`src/rtl/pee_pkg.sv`:
```
// Shared types, character codes and controller/datapath link structs for the postfix evaluator.
package pee_pkg;

   localparam int unsigned STACK_DEPTH_DEFAULT = 16;
   localparam int unsigned DATA_W              = 32;
   localparam int unsigned SYMBOL_W            = 8;
   localparam int unsigned STATUS_W            = 3;

   localparam logic [SYMBOL_W-1:0] CH_ZERO  = 8'd48;
   localparam logic [SYMBOL_W-1:0] CH_NINE  = 8'd57;
   localparam logic [SYMBOL_W-1:0] CH_PLUS  = 8'h2B;
   localparam logic [SYMBOL_W-1:0] CH_MINUS = 8'h2D;
   localparam logic [SYMBOL_W-1:0] CH_STAR  = 8'h2A;
   localparam logic [SYMBOL_W-1:0] CH_SLASH = 8'h2F;
   localparam logic [SYMBOL_W-1:0] CH_CLOSE = 8'h29;
   localparam logic [DATA_W-1:0]   RADIX    = 32'd10;

   typedef enum logic [STATUS_W-1:0] {
      ST_OK      = 3'd0,
      ST_RESULT  = 3'd1,
      ST_UNDER   = 3'd2,
      ST_OVER    = 3'd3,
      ST_DIVZERO = 3'd4,
      ST_DEPTH   = 3'd5
   } pee_status_type;

   typedef enum logic [1:0] {
      CLS_DIGIT = 2'd0,
      CLS_OPER  = 2'd1,
      CLS_END   = 2'd2,
      CLS_SEP   = 2'd3
   } pee_class_type;

   // Controller to datapath
   typedef struct packed {
      logic           load_symbol;
      logic           digit_step;
      logic           push;
      logic           drop_pending;
      logic           latch_error;
      logic           clear_all;
      logic           arith_capture;
      logic           div_start;
      logic           div_capture;
      logic           write_back;
      logic           out_load;
      pee_status_type out_status;
   } pee_cmd_type;

   // Datapath to controller
   typedef struct packed {
      pee_class_type sym_class;
      logic          is_div;
      logic          error_latched;
      logic          digit_seen;
      logic          stack_full;
      logic          under_two;
      logic          end_single;
      logic          tos_zero;
      logic          div_done;
   } pee_stat_type;

endpackage

```
`src/rtl/pee_if.sv`:
```
// Request and response channel interfaces for the postfix evaluator.
interface pee_req_if import pee_pkg::*; ();
   logic                valid;
   logic                ready;
   logic [SYMBOL_W-1:0] symbol;

   modport source (output valid, output symbol, input ready);
   modport sink   (input valid, input symbol, output ready);
endinterface

interface pee_rsp_if import pee_pkg::*; ();
   logic                       valid;
   logic                       ready;
   logic [STATUS_W-1:0]        status;
   logic signed [DATA_W-1:0]   value;

   modport source (output valid, output status, output value, input ready);
   modport sink   (input valid, input status, input value, output ready);
endinterface

```
`src/rtl/pee_ram.sv`:
```
// Generic single-write, single-read RAM with registered read data.
module pee_ram #(
   parameter int unsigned WIDTH = 32,
   parameter int unsigned DEPTH = 16
) (
   input  logic                     clock,
   input  logic                     we,
   input  logic [$clog2(DEPTH)-1:0] waddr,
   input  logic [WIDTH-1:0]         wdata,
   input  logic [$clog2(DEPTH)-1:0] raddr,
   output logic [WIDTH-1:0]         rdata
);

   logic [WIDTH-1:0] mem_ff [DEPTH];
   logic [WIDTH-1:0] rdata_ff;

   always_ff @(posedge clock) begin
      if (we) begin
         mem_ff[waddr] <= wdata;
      end
      rdata_ff <= mem_ff[raddr];
   end

   assign rdata = rdata_ff;

endmodule

```
`src/rtl/pee_divider.sv`:
```
// Iterative restoring divider, one quotient bit per cycle, truncating signed result.
module pee_divider import pee_pkg::*; (
   input  logic              clock,
   input  logic              reset,
   input  logic              start,
   input  logic [DATA_W-1:0] dividend,
   input  logic [DATA_W-1:0] divisor,
   output logic [DATA_W-1:0] quotient,
   output logic              done
);

   localparam int unsigned CNT_W = $clog2(DATA_W);

   function automatic logic [DATA_W-1:0] magnitude(input logic [DATA_W-1:0] x);
      return x[DATA_W-1] ? (~x + DATA_W'(1)) : x;
   endfunction

   logic              busy_ff, busy_in;
   logic              done_ff, done_in;
   logic [CNT_W-1:0]  cnt_ff, cnt_in;
   logic [DATA_W-1:0] quo_ff, quo_in;
   logic [DATA_W-1:0] rem_ff, rem_in;
   logic [DATA_W-1:0] den_ff, den_in;
   logic              neg_ff, neg_in;
   logic [DATA_W:0]   rem_shift;
   logic [DATA_W:0]   diff;

   assign rem_shift = {rem_ff, quo_ff[DATA_W-1]};
   assign diff      = rem_shift - {1'b0, den_ff};

   always_comb begin
      busy_in = busy_ff;
      done_in = 1'b0;
      cnt_in  = cnt_ff;
      quo_in  = quo_ff;
      rem_in  = rem_ff;
      den_in  = den_ff;
      neg_in  = neg_ff;
      if (start) begin
         busy_in = 1'b1;
         cnt_in  = '0;
         quo_in  = magnitude(dividend);
         rem_in  = '0;
         den_in  = magnitude(divisor);
         neg_in  = dividend[DATA_W-1] ^ divisor[DATA_W-1];
      end else if (busy_ff) begin
         // keep the difference when the shifted remainder covers the divisor
         if (!diff[DATA_W]) begin
            rem_in = diff[DATA_W-1:0];
            quo_in = {quo_ff[DATA_W-2:0], 1'b1};
         end else begin
            rem_in = rem_shift[DATA_W-1:0];
            quo_in = {quo_ff[DATA_W-2:0], 1'b0};
         end
         cnt_in = cnt_ff + CNT_W'(1);
         if (cnt_ff == CNT_W'(DATA_W - 1)) begin
            busy_in = 1'b0;
            done_in = 1'b1;
         end
      end
   end

   always_ff @(posedge clock) begin
      if (reset) begin
         busy_ff <= 1'b0;
         done_ff <= 1'b0;
      end else begin
         busy_ff <= busy_in;
         done_ff <= done_in;
      end
   end

   always_ff @(posedge clock) begin
      cnt_ff <= cnt_in;
      quo_ff <= quo_in;
      rem_ff <= rem_in;
      den_ff <= den_in;
      neg_ff <= neg_in;
   end

   assign quotient = neg_ff ? (~quo_ff + DATA_W'(1)) : quo_ff;
   assign done     = done_ff;

endmodule

```
`src/rtl/pee_datapath.sv`:
```
// Datapath: symbol decode, pending number, operand stack, ALU, divider and response register.
module pee_datapath import pee_pkg::*; #(
   parameter int unsigned STACK_DEPTH = STACK_DEPTH_DEFAULT
) (
   input  logic                     clock,
   input  logic                     reset,
   input  logic [SYMBOL_W-1:0]      req_symbol,
   input  pee_cmd_type              cmd,
   output pee_stat_type             stat,
   output logic [STATUS_W-1:0]      rsp_status,
   output logic signed [DATA_W-1:0] rsp_value
);

   localparam int unsigned AW = $clog2(STACK_DEPTH);
   localparam int unsigned CW = $clog2(STACK_DEPTH + 1);

   logic [SYMBOL_W-1:0] symbol_ff;
   logic [DATA_W-1:0]   pending_ff, pending_in;
   logic                digit_seen_ff, digit_seen_in;
   logic                error_ff, error_in;
   logic [CW-1:0]       count_ff, count_in;
   logic [DATA_W-1:0]   tos_ff, tos_in;
   logic [DATA_W-1:0]   res_ff, res_in;
   pee_status_type      rsp_status_ff;
   logic [DATA_W-1:0]   rsp_value_ff;

   logic [CW-1:0]       left_idx;
   logic                ram_we;
   logic [AW-1:0]       ram_waddr;
   logic [DATA_W-1:0]   ram_wdata;
   logic [DATA_W-1:0]   left_opnd;
   logic [DATA_W-1:0]   div_quot;
   logic                div_done;
   logic [DATA_W-1:0]   arith;
   logic [DATA_W-1:0]   end_value;
   pee_class_type       sym_class;

   // symbol decode
   always_comb begin
      unique case (symbol_ff) inside
         [CH_ZERO:CH_NINE]:                    sym_class = CLS_DIGIT;
         CH_PLUS, CH_MINUS, CH_STAR, CH_SLASH: sym_class = CLS_OPER;
         CH_CLOSE:                             sym_class = CLS_END;
         default:                              sym_class = CLS_SEP;
      endcase
   end

   assign left_idx = count_ff - CW'(2);

   always_comb begin
      case (symbol_ff)
         CH_PLUS:  arith = left_opnd + tos_ff;
         CH_MINUS: arith = left_opnd - tos_ff;
         default:  arith = left_opnd * tos_ff;
      endcase
   end

   assign end_value = digit_seen_ff ? pending_ff : tos_ff;

   assign ram_we    = cmd.push | cmd.write_back;
   assign ram_waddr = cmd.push ? count_ff[AW-1:0] : left_idx[AW-1:0];
   assign ram_wdata = cmd.push ? pending_ff : res_ff;

   pee_ram #(
      .WIDTH (DATA_W),
      .DEPTH (STACK_DEPTH)
   ) u_stack (
      .clock (clock),
      .we    (ram_we),
      .waddr (ram_waddr),
      .wdata (ram_wdata),
      .raddr (left_idx[AW-1:0]),
      .rdata (left_opnd)
   );

   pee_divider u_div (
      .clock    (clock),
      .reset    (reset),
      .start    (cmd.div_start),
      .dividend (left_opnd),
      .divisor  (tos_ff),
      .quotient (div_quot),
      .done     (div_done)
   );

   always_comb begin
      pending_in    = pending_ff;
      digit_seen_in = digit_seen_ff;
      error_in      = error_ff;
      count_in      = count_ff;
      tos_in        = tos_ff;
      res_in        = res_ff;
      if (cmd.digit_step) begin
         pending_in    = pending_ff * RADIX + DATA_W'(symbol_ff - CH_ZERO);
         digit_seen_in = 1'b1;
      end
      if (cmd.push) begin
         tos_in        = pending_ff;
         count_in      = count_ff + CW'(1);
         pending_in    = '0;
         digit_seen_in = 1'b0;
      end
      if (cmd.drop_pending) begin
         pending_in    = '0;
         digit_seen_in = 1'b0;
         error_in      = 1'b1;
      end
      if (cmd.latch_error) begin
         error_in = 1'b1;
      end
      if (cmd.arith_capture) begin
         res_in = arith;
      end
      if (cmd.div_capture) begin
         res_in = div_quot;
      end
      if (cmd.write_back) begin
         tos_in   = res_ff;
         count_in = count_ff - CW'(1);
      end
      if (cmd.clear_all) begin
         pending_in    = '0;
         digit_seen_in = 1'b0;
         error_in      = 1'b0;
         count_in      = '0;
      end
   end

   always_ff @(posedge clock) begin
      if (reset) begin
         pending_ff    <= '0;
         digit_seen_ff <= 1'b0;
         error_ff      <= 1'b0;
         count_ff      <= '0;
      end else begin
         pending_ff    <= pending_in;
         digit_seen_ff <= digit_seen_in;
         error_ff      <= error_in;
         count_ff      <= count_in;
      end
   end

   always_ff @(posedge clock) begin
      tos_ff <= tos_in;
      res_ff <= res_in;
      if (cmd.load_symbol) begin
         symbol_ff <= req_symbol;
      end
      if (cmd.out_load) begin
         rsp_status_ff <= cmd.out_status;
         rsp_value_ff  <= (cmd.out_status == ST_RESULT) ? end_value : '0;
      end
   end

   assign stat.sym_class     = sym_class;
   assign stat.is_div        = (symbol_ff == CH_SLASH);
   assign stat.error_latched = error_ff;
   assign stat.digit_seen    = digit_seen_ff;
   assign stat.stack_full    = (count_ff == CW'(STACK_DEPTH));
   assign stat.under_two     = (count_ff < CW'(2));
   assign stat.end_single    = digit_seen_ff ? (count_ff == '0) : (count_ff == CW'(1));
   assign stat.tos_zero      = (tos_ff == '0);
   assign stat.div_done      = div_done;

   assign rsp_status = rsp_status_ff;
   assign rsp_value  = $signed(rsp_value_ff);

endmodule

```
`src/rtl/pee_controller.sv`:
```
// Controller state machine: sequences one request through decode, stack access and response.
module pee_controller import pee_pkg::*; (
   input  logic         clock,
   input  logic         reset,
   input  logic         req_valid,
   output logic         req_ready,
   output logic         rsp_valid,
   input  logic         rsp_ready,
   input  pee_stat_type stat,
   output pee_cmd_type  cmd
);

   typedef enum logic [6:0] {
      S_IDLE  = 7'b0000001,
      S_EXEC  = 7'b0000010,
      S_OPCHK = 7'b0000100,
      S_OPRD  = 7'b0001000,
      S_DIV   = 7'b0010000,
      S_WRITE = 7'b0100000,
      S_DONE  = 7'b1000000
   } pee_state_type;

   pee_state_type  state_ff, state_in;
   pee_status_type status_ff, status_in;
   logic           rsp_valid_ff, rsp_valid_in;

   assign req_ready = (state_ff == S_IDLE);
   assign rsp_valid = rsp_valid_ff;

   always_comb begin
      cmd            = '0;
      cmd.out_status = status_ff;
      state_in       = state_ff;
      status_in      = status_ff;
      rsp_valid_in   = rsp_valid_ff && !rsp_ready;
      unique case (state_ff)
         S_IDLE: begin
            if (req_valid) begin
               cmd.load_symbol = 1'b1;
               status_in       = ST_OK;
               state_in        = S_EXEC;
            end
         end
         S_EXEC: begin
            state_in = S_DONE;
            if (stat.sym_class == CLS_END) begin
               if (stat.error_latched) begin
                  status_in = ST_OK;
               end else if (stat.digit_seen && stat.stack_full) begin
                  status_in = ST_OVER;
               end else if (stat.end_single) begin
                  status_in = ST_RESULT;
               end else begin
                  status_in = ST_DEPTH;
               end
            end else if (stat.error_latched) begin
               status_in = ST_OK;
            end else if (stat.sym_class == CLS_DIGIT) begin
               cmd.digit_step = 1'b1;
            end else begin
               // flush the pending number onto the stack, then operators go on to the operand check
               if (stat.digit_seen && stat.stack_full) begin
                  cmd.drop_pending = 1'b1;
                  status_in        = ST_OVER;
               end else begin
                  cmd.push = stat.digit_seen;
                  if (stat.sym_class == CLS_OPER) begin
                     state_in = S_OPCHK;
                  end
               end
            end
         end
         S_OPCHK: begin
            if (stat.under_two) begin
               cmd.latch_error = 1'b1;
               status_in       = ST_UNDER;
               state_in        = S_DONE;
            end else if (stat.is_div && stat.tos_zero) begin
               cmd.latch_error = 1'b1;
               status_in       = ST_DIVZERO;
               state_in        = S_DONE;
            end else begin
               // left operand is read from the stack memory this cycle
               state_in = S_OPRD;
            end
         end
         S_OPRD: begin
            if (stat.is_div) begin
               cmd.div_start = 1'b1;
               state_in      = S_DIV;
            end else begin
               cmd.arith_capture = 1'b1;
               state_in          = S_WRITE;
            end
         end
         S_DIV: begin
            if (stat.div_done) begin
               cmd.div_capture = 1'b1;
               state_in        = S_WRITE;
            end
         end
         S_WRITE: begin
            cmd.write_back = 1'b1;
            state_in       = S_DONE;
         end
         S_DONE: begin
            if (!rsp_valid_ff || rsp_ready) begin
               cmd.out_load  = 1'b1;
               cmd.clear_all = (stat.sym_class == CLS_END);
               rsp_valid_in  = 1'b1;
               state_in      = S_IDLE;
            end
         end
         default: begin
            state_in = S_IDLE;
         end
      endcase
   end

   always_ff @(posedge clock) begin
      if (reset) begin
         state_ff     <= S_IDLE;
         status_ff    <= ST_OK;
         rsp_valid_ff <= 1'b0;
      end else begin
         state_ff     <= state_in;
         status_ff    <= status_in;
         rsp_valid_ff <= rsp_valid_in;
      end
   end

endmodule

```
`src/rtl/postfix_expression_evaluator.sv`:
```
// Postfix expression evaluator top level: one ASCII character per request, one response each.
// After acceptance, digits, separators and ')' pass through the execute and done states; + - *
// and / also pass the operand check and operand read, / waits in the divide state on the
// 32-step iterative divider, and a passed check ends in write-back. One request at a time: a
// response still waiting in the output register holds the next one back until it is taken.
// Synchronous active-high reset clears stack pointer, pending number, flags, FSM, response valid.
module postfix_expression_evaluator import pee_pkg::*; #(
   parameter int unsigned STACK_DEPTH = STACK_DEPTH_DEFAULT
) (
   input  logic      clock,
   input  logic      reset,
   pee_req_if.sink   req_ch,
   pee_rsp_if.source rsp_ch
);

   pee_cmd_type  cmd;
   pee_stat_type stat;

   // Controller: walks each request through decode and, for operators, operand read, ALU or
   // divider and write-back, then waits for a free output register before the next request.
   pee_controller u_ctrl (
      .clock     (clock),
      .reset     (reset),
      .req_valid (req_ch.valid),
      .req_ready (req_ch.ready),
      .rsp_valid (rsp_ch.valid),
      .rsp_ready (rsp_ch.ready),
      .stat      (stat),
      .cmd       (cmd)
   );

   // Datapath: holds the symbol, pending number and stack pointer; the top of stack lives in
   // a register so that only the left operand needs a memory read.
   pee_datapath #(
      .STACK_DEPTH (STACK_DEPTH)
   ) u_dp (
      .clock      (clock),
      .reset      (reset),
      .req_symbol (req_ch.symbol),
      .cmd        (cmd),
      .stat       (stat),
      .rsp_status (rsp_ch.status),
      .rsp_value  (rsp_ch.value)
   );

endmodule
```
`src/flat_wrapper.sv`:
```
// flat-port wrapper written by rule: the top's interface ports become plain ports
module postfix_expression_evaluator_flat import pee_pkg::*;
#(
   parameter int unsigned STACK_DEPTH = STACK_DEPTH_DEFAULT
)
  (clock, reset, req_ch_valid, req_ch_symbol, req_ch_ready, rsp_ch_valid, rsp_ch_status, rsp_ch_value, rsp_ch_ready);
  pee_req_if req_ch_i ();
  pee_rsp_if rsp_ch_i ();
  input  logic clock;
  input  logic reset;
  input wire logic [$bits(req_ch_i.valid)-1:0] req_ch_valid;
  input wire logic [$bits(req_ch_i.symbol)-1:0] req_ch_symbol;
  output wire logic [$bits(req_ch_i.ready)-1:0] req_ch_ready;
  output wire logic [$bits(rsp_ch_i.valid)-1:0] rsp_ch_valid;
  output wire logic [$bits(rsp_ch_i.status)-1:0] rsp_ch_status;
  output wire logic [$bits(rsp_ch_i.value)-1:0] rsp_ch_value;
  input wire logic [$bits(rsp_ch_i.ready)-1:0] rsp_ch_ready;
  assign req_ch_i.valid = req_ch_valid;
  assign req_ch_i.symbol = req_ch_symbol;
  assign req_ch_ready = req_ch_i.ready;
  assign rsp_ch_valid = rsp_ch_i.valid;
  assign rsp_ch_status = rsp_ch_i.status;
  assign rsp_ch_value = rsp_ch_i.value;
  assign rsp_ch_i.ready = rsp_ch_ready;
  postfix_expression_evaluator #(.STACK_DEPTH(STACK_DEPTH)) u_core (.clock(clock), .reset(reset), .req_ch(req_ch_i), .rsp_ch(rsp_ch_i));
endmodule
```
`config.mk`:
```
export PLATFORM = sky130hd
export DESIGN_NAME = postfix_expression_evaluator_flat
export DESIGN_NICKNAME = d
export VERILOG_FILES = /design/src/rtl/pee_pkg.sv /design/src/rtl/pee_if.sv /design/src/rtl/pee_ram.sv /design/src/rtl/pee_divider.sv /design/src/rtl/pee_datapath.sv /design/src/rtl/pee_controller.sv /design/src/rtl/postfix_expression_evaluator.sv /design/src/flat_wrapper.sv
export SDC_FILE = /design/constraint.sdc
export NUM_CORES = 2
export LEC_CHECK = 0
export BUFFER_PORTS_ARGS = -buffer_cell sky130_fd_sc_hd__buf_4
export CELL_PAD_IN_SITES_DETAIL_PLACEMENT = 1
export CELL_PAD_IN_SITES_GLOBAL_PLACEMENT = 2
export CORE_ASPECT_RATIO = 0.9
export CORE_MARGIN = 2
export CORE_UTILIZATION = 41
export DETAILED_ROUTE_END_ITERATION = 8
export HOLD_SLACK_MARGIN = 0.1
export PLACE_DENSITY = 0.76
export SLEW_MARGIN = 20
export SYNTH_ARGS = -nofsm -noshare
export SYNTH_HDL_FRONTEND = slang
export SYNTH_SLANG_ARGS = --single-unit
```
`constraint.sdc`:
```
create_clock -name clock -period 6.45 [get_ports clock]
set_clock_uncertainty 0.15 [all_clocks]
set_input_delay 0.3225 -clock clock [delete_from_list [all_inputs] [get_ports clock]]
set_output_delay 0.3225 -clock clock [all_outputs]
set_load 0.02 [all_outputs]
```
**Word level (Yosys, flattened, before mapping)**

Memory sizes are Yosys's and may differ from the RTL's. A register that Yosys moved wholly into a read port is not among the register bits.
Index checks and enable logic that the tools add are counted.

- Register bits: 261
- Bits in writable memories: 512
- Bits of input ports: 12
- Output and inout bits: 37
- Logic and storage cells: 163
- Memories kept: 1

- Add/sub/neg operators: 12
- Multiply operators: 2
- Order comparisons: 3
- Equal/unequal tests: 24
- Mux-type cells: 74
- Bitwise operators: 6
- Reductions and logical operators: 21

Memory list:

| memory | words | bits a word | rd ports | clocked after Yosys merged registers in | write ports | RTL line | text |
|---|---|---|---|---|---|---|---|
| u_core.u_dp.u_stack.mem_ff | 16 | 32 | 1 | 1 | 1 | pee_ram.sv:14 | `logic [WIDTH-1:0] mem_ff [DEPTH];` |

Operators by type and width:

| kind | number |
|---|---|
| $mux W32 | 11 |
| $add A32 B1 Y32 const B | 3 |
| $not A32 Y32 | 3 |
| $mux W7 | 10 |
| $add A32 B32 Y32 | 2 |
| $pmux W32 S2 | 1 |
| $pmux W7 S7 | 1 |
| $eq A8 B6 Y1 const B | 5 |
| $mux W3 | 13 |
| $sub A33 B32 Y33 | 1 |
| $logic_not A32 Y1 | 1 |
| $mul A32 B3 Y31 const B | 1 |
| $mul A32 B32 Y32 | 1 |
| $sub A32 B32 Y32 | 1 |
| $mux W31 | 1 |
| $mux W1 | 29 |
| $add A5 B1 Y5 const B | 2 |
| $eq A5 B5 Y1 const B | 2 |
| $mux W5 | 2 |
| $pmux W3 S3 | 1 |
| $sub A8 B6 Y9 const B | 1 |
| $ge A8 B6 Y1 const B | 1 |
| $le A8 B6 Y1 const B | 1 |
| $ne A4 B4 Y1 const B | 2 |
| other kinds (35) | 46 |

**Logic depth before layout (Yosys ltp)**

- Word-level depth: 11
- Mapped depth: 29

**By module**

From an unflattened synthesis, not the netlist that was laid out.

- Cells, all modules: 4,935
- Area, all modules: 56,402.8 um^2

By module, submodules not included:

| module | times used | cells an instance | area an instance (um^2) | sequential area each (um^2) |
|---|---|---|---|---|
| pee_datapath | 1 | 3,095 | 27,956.8 | 3,993.8 |
| pee_ram | 1 | 838 | 19,835.3 | 16,015.4 |
| pee_divider | 1 | 909 | 7,880.1 | 2,732.6 |
| pee_controller | 1 | 93 | 730.7 | 220.2 |

**Worst setup path after synthesis**

No wires, ideal clock.

- Kind: register to register
- Start point: register u_core.u_dp.tos_ff[8]
- End point: register u_core.u_dp.res_ff[27] (data pin)
- Arrival time: 6.655 ns
- Slack: -0.626 ns
- Stages on the path, launching flop included: 25
- Path buffers: 3
- Cell sequence: edfxtp_1 buf_1 buf_1 nand2_1 fa_1 fa_1 fa_1 inv_1 fa_1 fa_1 fa_1 fa_1 fa_1 ha_1 clkbuf_1 a21oi_1 nand2_1 a21oi_1 nand2_1 a21o_1 a21oi_1 o21bai_1 xor2_1 a211oi_1 a21oi_1

- Word-level cells in the longest chain between the ends: 4
- Elaborated cells between the ends (all ways): 6

Ends and longest elaborated chain:

| element | RTL line | text |
|---|---|---|
| from (decl) | pee_datapath.sv:22 | `logic [DATA_W-1:0] tos_ff, tos_in;` |
| from (signal assigned) | pee_datapath.sv:144 | `tos_ff <= tos_in;` |
| $mul A32 B32 Y32 (tied with other cells) | pee_datapath.sv:54 | `default: arith = left_opnd * tos_ff;` |
| $pmux W32 S2 (*) | pee_datapath.sv:51 | `case (symbol_ff)` |
| $mux W32 (*) | pee_datapath.sv:111 | `if (cmd.arith_capture) begin` |
| $mux W32 (*) | pee_datapath.sv:114 | `if (cmd.div_capture) begin` |
| named net u_core.u_dp.res_in[27] | pee_datapath.sv:23 | `logic [DATA_W-1:0] res_ff, res_in;` |
| to (signal assigned) | pee_datapath.sv:145 | `res_ff <= res_in;` |
| to (decl) | pee_datapath.sv:23 |  |

Mark *: on every way through the listed nets, which the timed path passes. The rest lies on a longest branch. The select of a mux whose other input is x is not followed.
A chain may end at the register's enable or synchronous reset.

**Worst setup path after layout**

- Start point: register u_core.u_dp.tos_ff[6]
- End point: register u_core.u_dp.res_ff[28] (data pin)

Same word-level chain as after synthesis.

==> results.md <==
Global route
* residual overflow from global routing: 0
* GRT met2 Usage: 43.70%
* initial antenna violation count: 15
* met3 Track Usage GR: 4.242%
* GRT met1 Usage: 37.19%
* number of global-route vias before repair: 42,387
* first-pass GRT wire length: 280.1 mm
* pin count of the biggest net entering global routing: 66
* layer with the highest usage: met2
* overall global routing resource usage: 26.93%

Route
* Detailed Route Iter0 Violations: 3,094
* total wirelength of the detailed-routed design: 187.4 mm
* via count: 39,877
* Residual DRC: 0
* number of detailed-routing iterations run before antenna repair: 7
* final routed wire length divided by cell count: 26.49 um
* Post-DRT Antenna Nets: 0
* number of vias per cell after detailed routing: 5.636

Layout
* share of post-route cells with drive strength above 1: 17.26%
* Post-layout nets: 5,889
* final non-filler cell total: 7,075
* share of the core filled with cells in the final layout: 47.94%
* area grow syn2layout: 16.02%
* final standard cell area without fillers: 0.06495 mm2

Clock tree
* clock-pin slew reported for the worst setup and hold paths after clock tree synthesis: 0.06 ns
* depth of the CTS H-tree: 3
* TritonCTS buffer count: 86
* clock tree from TritonCTS: done
* maximum clock insertion buffer count: 3
* later-pin clock latency in the skew report: 0.75 ns
* root cell of the clock tree: sky130_fd_sc_hd__clkbuf_16
* clock net sink count: 805

Synth
* sequential-to-total area share from yosys stat: 41.02%
* dominant synthesized flop cell: sky130_fd_sc_hd__edfxtp_1
* number of warnings reported in the yosys synthesis log: 0
* instance count of the mapped netlist: 4,913
* Synth Register Bits: 805
* Post-synth ARST share: 0%
* number of synthesized flops with an enable pin: 684
* post-synth design cell area: 0.05598 mm2
* number of library cell types mapped by synthesis: 93
* average footprint of a synthesized cell: 11.39 um2
* Synth Net Count: 5,622

Job
* max-capacitance violation count: 0

STA
* number of failing hold endpoints at the final stage: 0
* fin worst setup slack: -0.6409 ns
* Post-Route Setup TNS: -8.043 ns
* Tmin final: 7.091 ns
* worst rel slew slack: 30.91%
* Final Max Tran Viols: 0
* RSZ-0062 raised after global routing: true
* maximum frequency from static timing analysis: 141.0 MHz
* Period Utilization, post-route: 109.9%
* worst-margin pin slew: 1.034 ns
* Setup-failing EPs final: 20

Setup path
* Worst Setup EP: u_core.u_dp.res_ff[28]
* cell type with the highest occurrence count on the critical path: sky130_fd_sc_hd__fa_1
* Worst setup startpoint: u_core.u_dp.tos_ff[6]
* CP bufs+invs: 5
* Crit path depth: 23
* critical path endpoint category: flop
* worst path cell trace: buf_4 > clkbuf_16 > and2_1 > fa_1 > fa_1 > fa_1 > inv_1 > fa_1 > inv_1 > fa_1 > fa_1 > fa_1 > fa_1 > ha_4 > nand3_2 > nor3_2 > buf_4 > o221ai_4 > a21oi_2 > o21ai_2 > xnor2_1 > a21oi_1 > a22oi_1
* slowest stage cell, crit path: sky130_fd_sc_hd__fa_1
* type of element launching the critical path: flop
* cell family contributing the most delay on the critical path: adder cells
* Crit Reg-Reg Startpoint: u_core.u_dp.tos_ff[6]
* worst setup path class: flop to flop
* r2r endpoint: u_core.u_dp.res_ff[28]
* Slowest Stage Delay on Critical Path: 0.56 ns
* Data arrival, critical path: 7.33 ns
* register-to-register setup slack: -0.64 ns
* Max Fanout on Critical Path: 5
* required time reported for the critical path endpoint: 6.69 ns
* worst reg-to-reg path cell count: 23

Pwr
* total power density per cell area: 180.5 mW/mm2
* maximum ir drop on the vdd rail: 280.2 uV
* Leak: 0.02628 uW

Placed design
* count of buffers from port buffering: 48
* Area after DPL: 0.06114 mm2
* final estimated routing congestion in global placement: 0.9441
* hpwl dp: 138.8 mm
* Placed Cells incl. Taps: 6,881

Floorplanning
* floorplan row count: 128
* floorplan core area: 0.1355 mm2
* DIE HEIGHT: 354.5 um
* die span in x: 393.5 um
* top-level port count: 49
* initial core utilization: 41.32%
* area enclosed by the die boundary: 0.1395 mm2

Status
* violated checks: setup timing
* status: complete, but fails checks

Worst hold path
* worst hold path class: primary input to flop
* HP Start: req_ch_symbol[0]

## area by class of cell
| cell class | instances | area (um2) |
|---|---|---|
| antenna | 6 | 15.01 |
| clock buffer | 112 | 2351 |
| clock inverter | 45 | 688.2 |
| fill | 14345 | 70540 |
| inverter | 478 | 1794 |
| multi-input combinational | 3361 | 30910 |
| sequential | 805 | 22980 |
| tap | 1820 | 2277 |
| timing repair buffer | 448 | 3928 |
## worst reg2reg max path: stages, from the launching register on
cell and delay, ns:
sky130_fd_sc_hd__edfxtp_1 0.44, sky130_fd_sc_hd__buf_4 0.19, sky130_fd_sc_hd__clkbuf_16 0.16, sky130_fd_sc_hd__and2_1 0.15
sky130_fd_sc_hd__fa_1 0.53, sky130_fd_sc_hd__fa_1 0.45, sky130_fd_sc_hd__fa_1 0.51, sky130_fd_sc_hd__inv_1 0.05
sky130_fd_sc_hd__fa_1 0.48, sky130_fd_sc_hd__inv_1 0.06, sky130_fd_sc_hd__fa_1 0.49, sky130_fd_sc_hd__fa_1 0.57
sky130_fd_sc_hd__fa_1 0.43, sky130_fd_sc_hd__fa_1 0.51, sky130_fd_sc_hd__ha_4 0.33, sky130_fd_sc_hd__nand3_2 0.09
sky130_fd_sc_hd__nor3_2 0.20, sky130_fd_sc_hd__buf_4 0.15, sky130_fd_sc_hd__o221ai_4 0.12, sky130_fd_sc_hd__a21oi_2 0.21
sky130_fd_sc_hd__o21ai_2 0.08, sky130_fd_sc_hd__xnor2_1 0.12, sky130_fd_sc_hd__a21oi_1 0.21, sky130_fd_sc_hd__a22oi_1 0.14
## registers in the layout, summed over array words and instances, names as in the netlist
register	cells
u_core.u_dp.u_div.neg_ff	1
u_core.u_ctrl.state_ff	7
u_core.u_dp.rsp_value	32
u_core.u_dp.rsp_status	3
u_core.u_ctrl.status_ff	3
u_core.u_dp.u_div.busy_ff	1
u_core.u_dp.u_div.rem_ff	32
u_core.u_dp.digit_seen_ff	1
u_core.u_dp.error_ff	1
u_core.u_dp.u_stack.mem_ff	512
u_core.u_dp.u_div.quo_ff	32
u_core.u_dp.tos_ff	32
u_core.u_dp.symbol_ff	8
u_core.u_dp.u_div.done	1
u_core.u_dp.u_stack.rdata	32
u_core.u_dp.u_div.cnt_ff	5
u_core.u_dp.u_div.den_ff	32
u_core.u_ctrl.rsp_valid	1
u_core.u_dp.count_ff	5
u_core.u_dp.res_ff	32
u_core.u_dp.pending_ff	32
## kinds of logic after synthesis
family / share of synthesized area [%]
AND/OR/NAND/NOR: 12.58
flip-flops: 41.02
AO/OA/AOI/OAI: 7.881
buffers and inverters: 5.201
XOR/XNOR: 4.725
adder cells (fa/ha/maj): 21.10
multiplexers: 7.492
## through the flow
stage	total power (uW)	worst slack (ns)	hold WS, ns
after CTS	11790	-0.5769	0.1357
after global placement	6440	-0.8594	0.3057
final	11720	-0.6409	0.1751
after global routing	12070	-0.8506	0.1786
after detailed placement	6454	-0.8770	0.2977
after floorplan	6257	-0.2834	0.2441
## cell usage after synthesis, types with 13 or more instances
cell type                  count  area [um2]
sky130_fd_sc_hd__inv_1       476        1787
sky130_fd_sc_hd__nand2b_1     41       256.5
sky130_fd_sc_hd__nor3_1       53       265.3
sky130_fd_sc_hd__and2_1      323        2021
sky130_fd_sc_hd__and3_1       13       81.33
sky130_fd_sc_hd__xor2_1      137        1200
sky130_fd_sc_hd__a211oi_1     40       300.3
sky130_fd_sc_hd__nor2_1      180       675.7
sky130_fd_sc_hd__nand3_1      45       225.2
sky130_fd_sc_hd__mux2i_1      59       590.6
sky130_fd_sc_hd__o21ai_1      20       100.1
sky130_fd_sc_hd__nand4_1      20       125.1
sky130_fd_sc_hd__o31ai_1      34       255.2
sky130_fd_sc_hd__dfxtp_1     121        2422
sky130_fd_sc_hd__or3_1        33       206.5
sky130_fd_sc_hd__nor2b_1      20       125.1
sky130_fd_sc_hd__nand2_1     636        2387
sky130_fd_sc_hd__fa_1        412        8248
sky130_fd_sc_hd__o211ai_1     23       172.7
sky130_fd_sc_hd__a31oi_1      19       118.9
sky130_fd_sc_hd__xnor2_1     165        1445
sky130_fd_sc_hd__o21a_1       27       202.7
sky130_fd_sc_hd__a21o_1       60       450.4
sky130_fd_sc_hd__o21ai_0     159       795.8
sky130_fd_sc_hd__a21oi_1     196       980.9
sky130_fd_sc_hd__o21bai_1     15       112.6
sky130_fd_sc_hd__clkbuf_1    228       855.8
sky130_fd_sc_hd__buf_1        22       82.58
sky130_fd_sc_hd__edfxtp_1    684       20540
sky130_fd_sc_hd__nor4_1       16       100.1
sky130_fd_sc_hd__mux4_2      160        3603
sky130_fd_sc_hd__ha_1        285        3566
## power by group
| group | internal, uW | switching (uW) | total [uW] |
|---|---|---|---|
| Sequential | 5610 | 41.9 | 5660 |
| Combinational | 324 | 404 | 728 |
| Clock | 3060 | 2270 | 5340 |
## routing by layer
metal	vias up	wire (um)
li1	17496	-
met1	20867	81820
met2	1199	88180
met3	315	11550
met4	0	5901
met5	-	0
## placed cells by master (no fill, tap or decap), types with 41 or more instances in the layout
cell	n
sky130_fd_sc_hd__a21oi_1	180
sky130_fd_sc_hd__and2_1	315
sky130_fd_sc_hd__fa_1	395
sky130_fd_sc_hd__nand2_1	633
sky130_fd_sc_hd__nor3_1	41
sky130_fd_sc_hd__xor2_1	135
sky130_fd_sc_hd__dfxtp_1	107
sky130_fd_sc_hd__a21o_1	60
sky130_fd_sc_hd__nor2_1	170
sky130_fd_sc_hd__mux2i_1	59
sky130_fd_sc_hd__buf_4	388
sky130_fd_sc_hd__mux4_2	160
sky130_fd_sc_hd__edfxtp_1	684
sky130_fd_sc_hd__clkbuf_16	88
sky130_fd_sc_hd__o21ai_0	150
sky130_fd_sc_hd__nand2b_1	41
sky130_fd_sc_hd__xnor2_1	165
sky130_fd_sc_hd__inv_1	467
sky130_fd_sc_hd__nand3_1	42
sky130_fd_sc_hd__ha_1	260
## worst min-delay path by stage
stage | depth (start not counted) | to | slack, ns
2_1_floorplan | 1 | u_core.u_ctrl.state_ff[5] | 0.24
3_3_place_gp | 0 | u_core.u_dp.rsp_status[0] | 0.31
3_5_place_dp | 0 | u_core.u_dp.rsp_status[0] | 0.30
4_1_cts | 2 | u_core.u_dp.symbol_ff[0] | 0.14
5_1_grt | 2 | u_core.u_dp.symbol_ff[2] | 0.18
6_report | 2 | u_core.u_dp.symbol_ff[0] | 0.18
## timing repair
action                                  4_1_cts  5_1_grt
buffers inserted                             11        5
endpoints found under the setup margin       20       22
hold buffers                                 12        0
endpoints found under the hold margin        30        0
gates resized for setup                      59       39
pin swaps                                    39       37
gates cloned                                  1        1
Note: power is estimated with default switching activity, not from simulation.
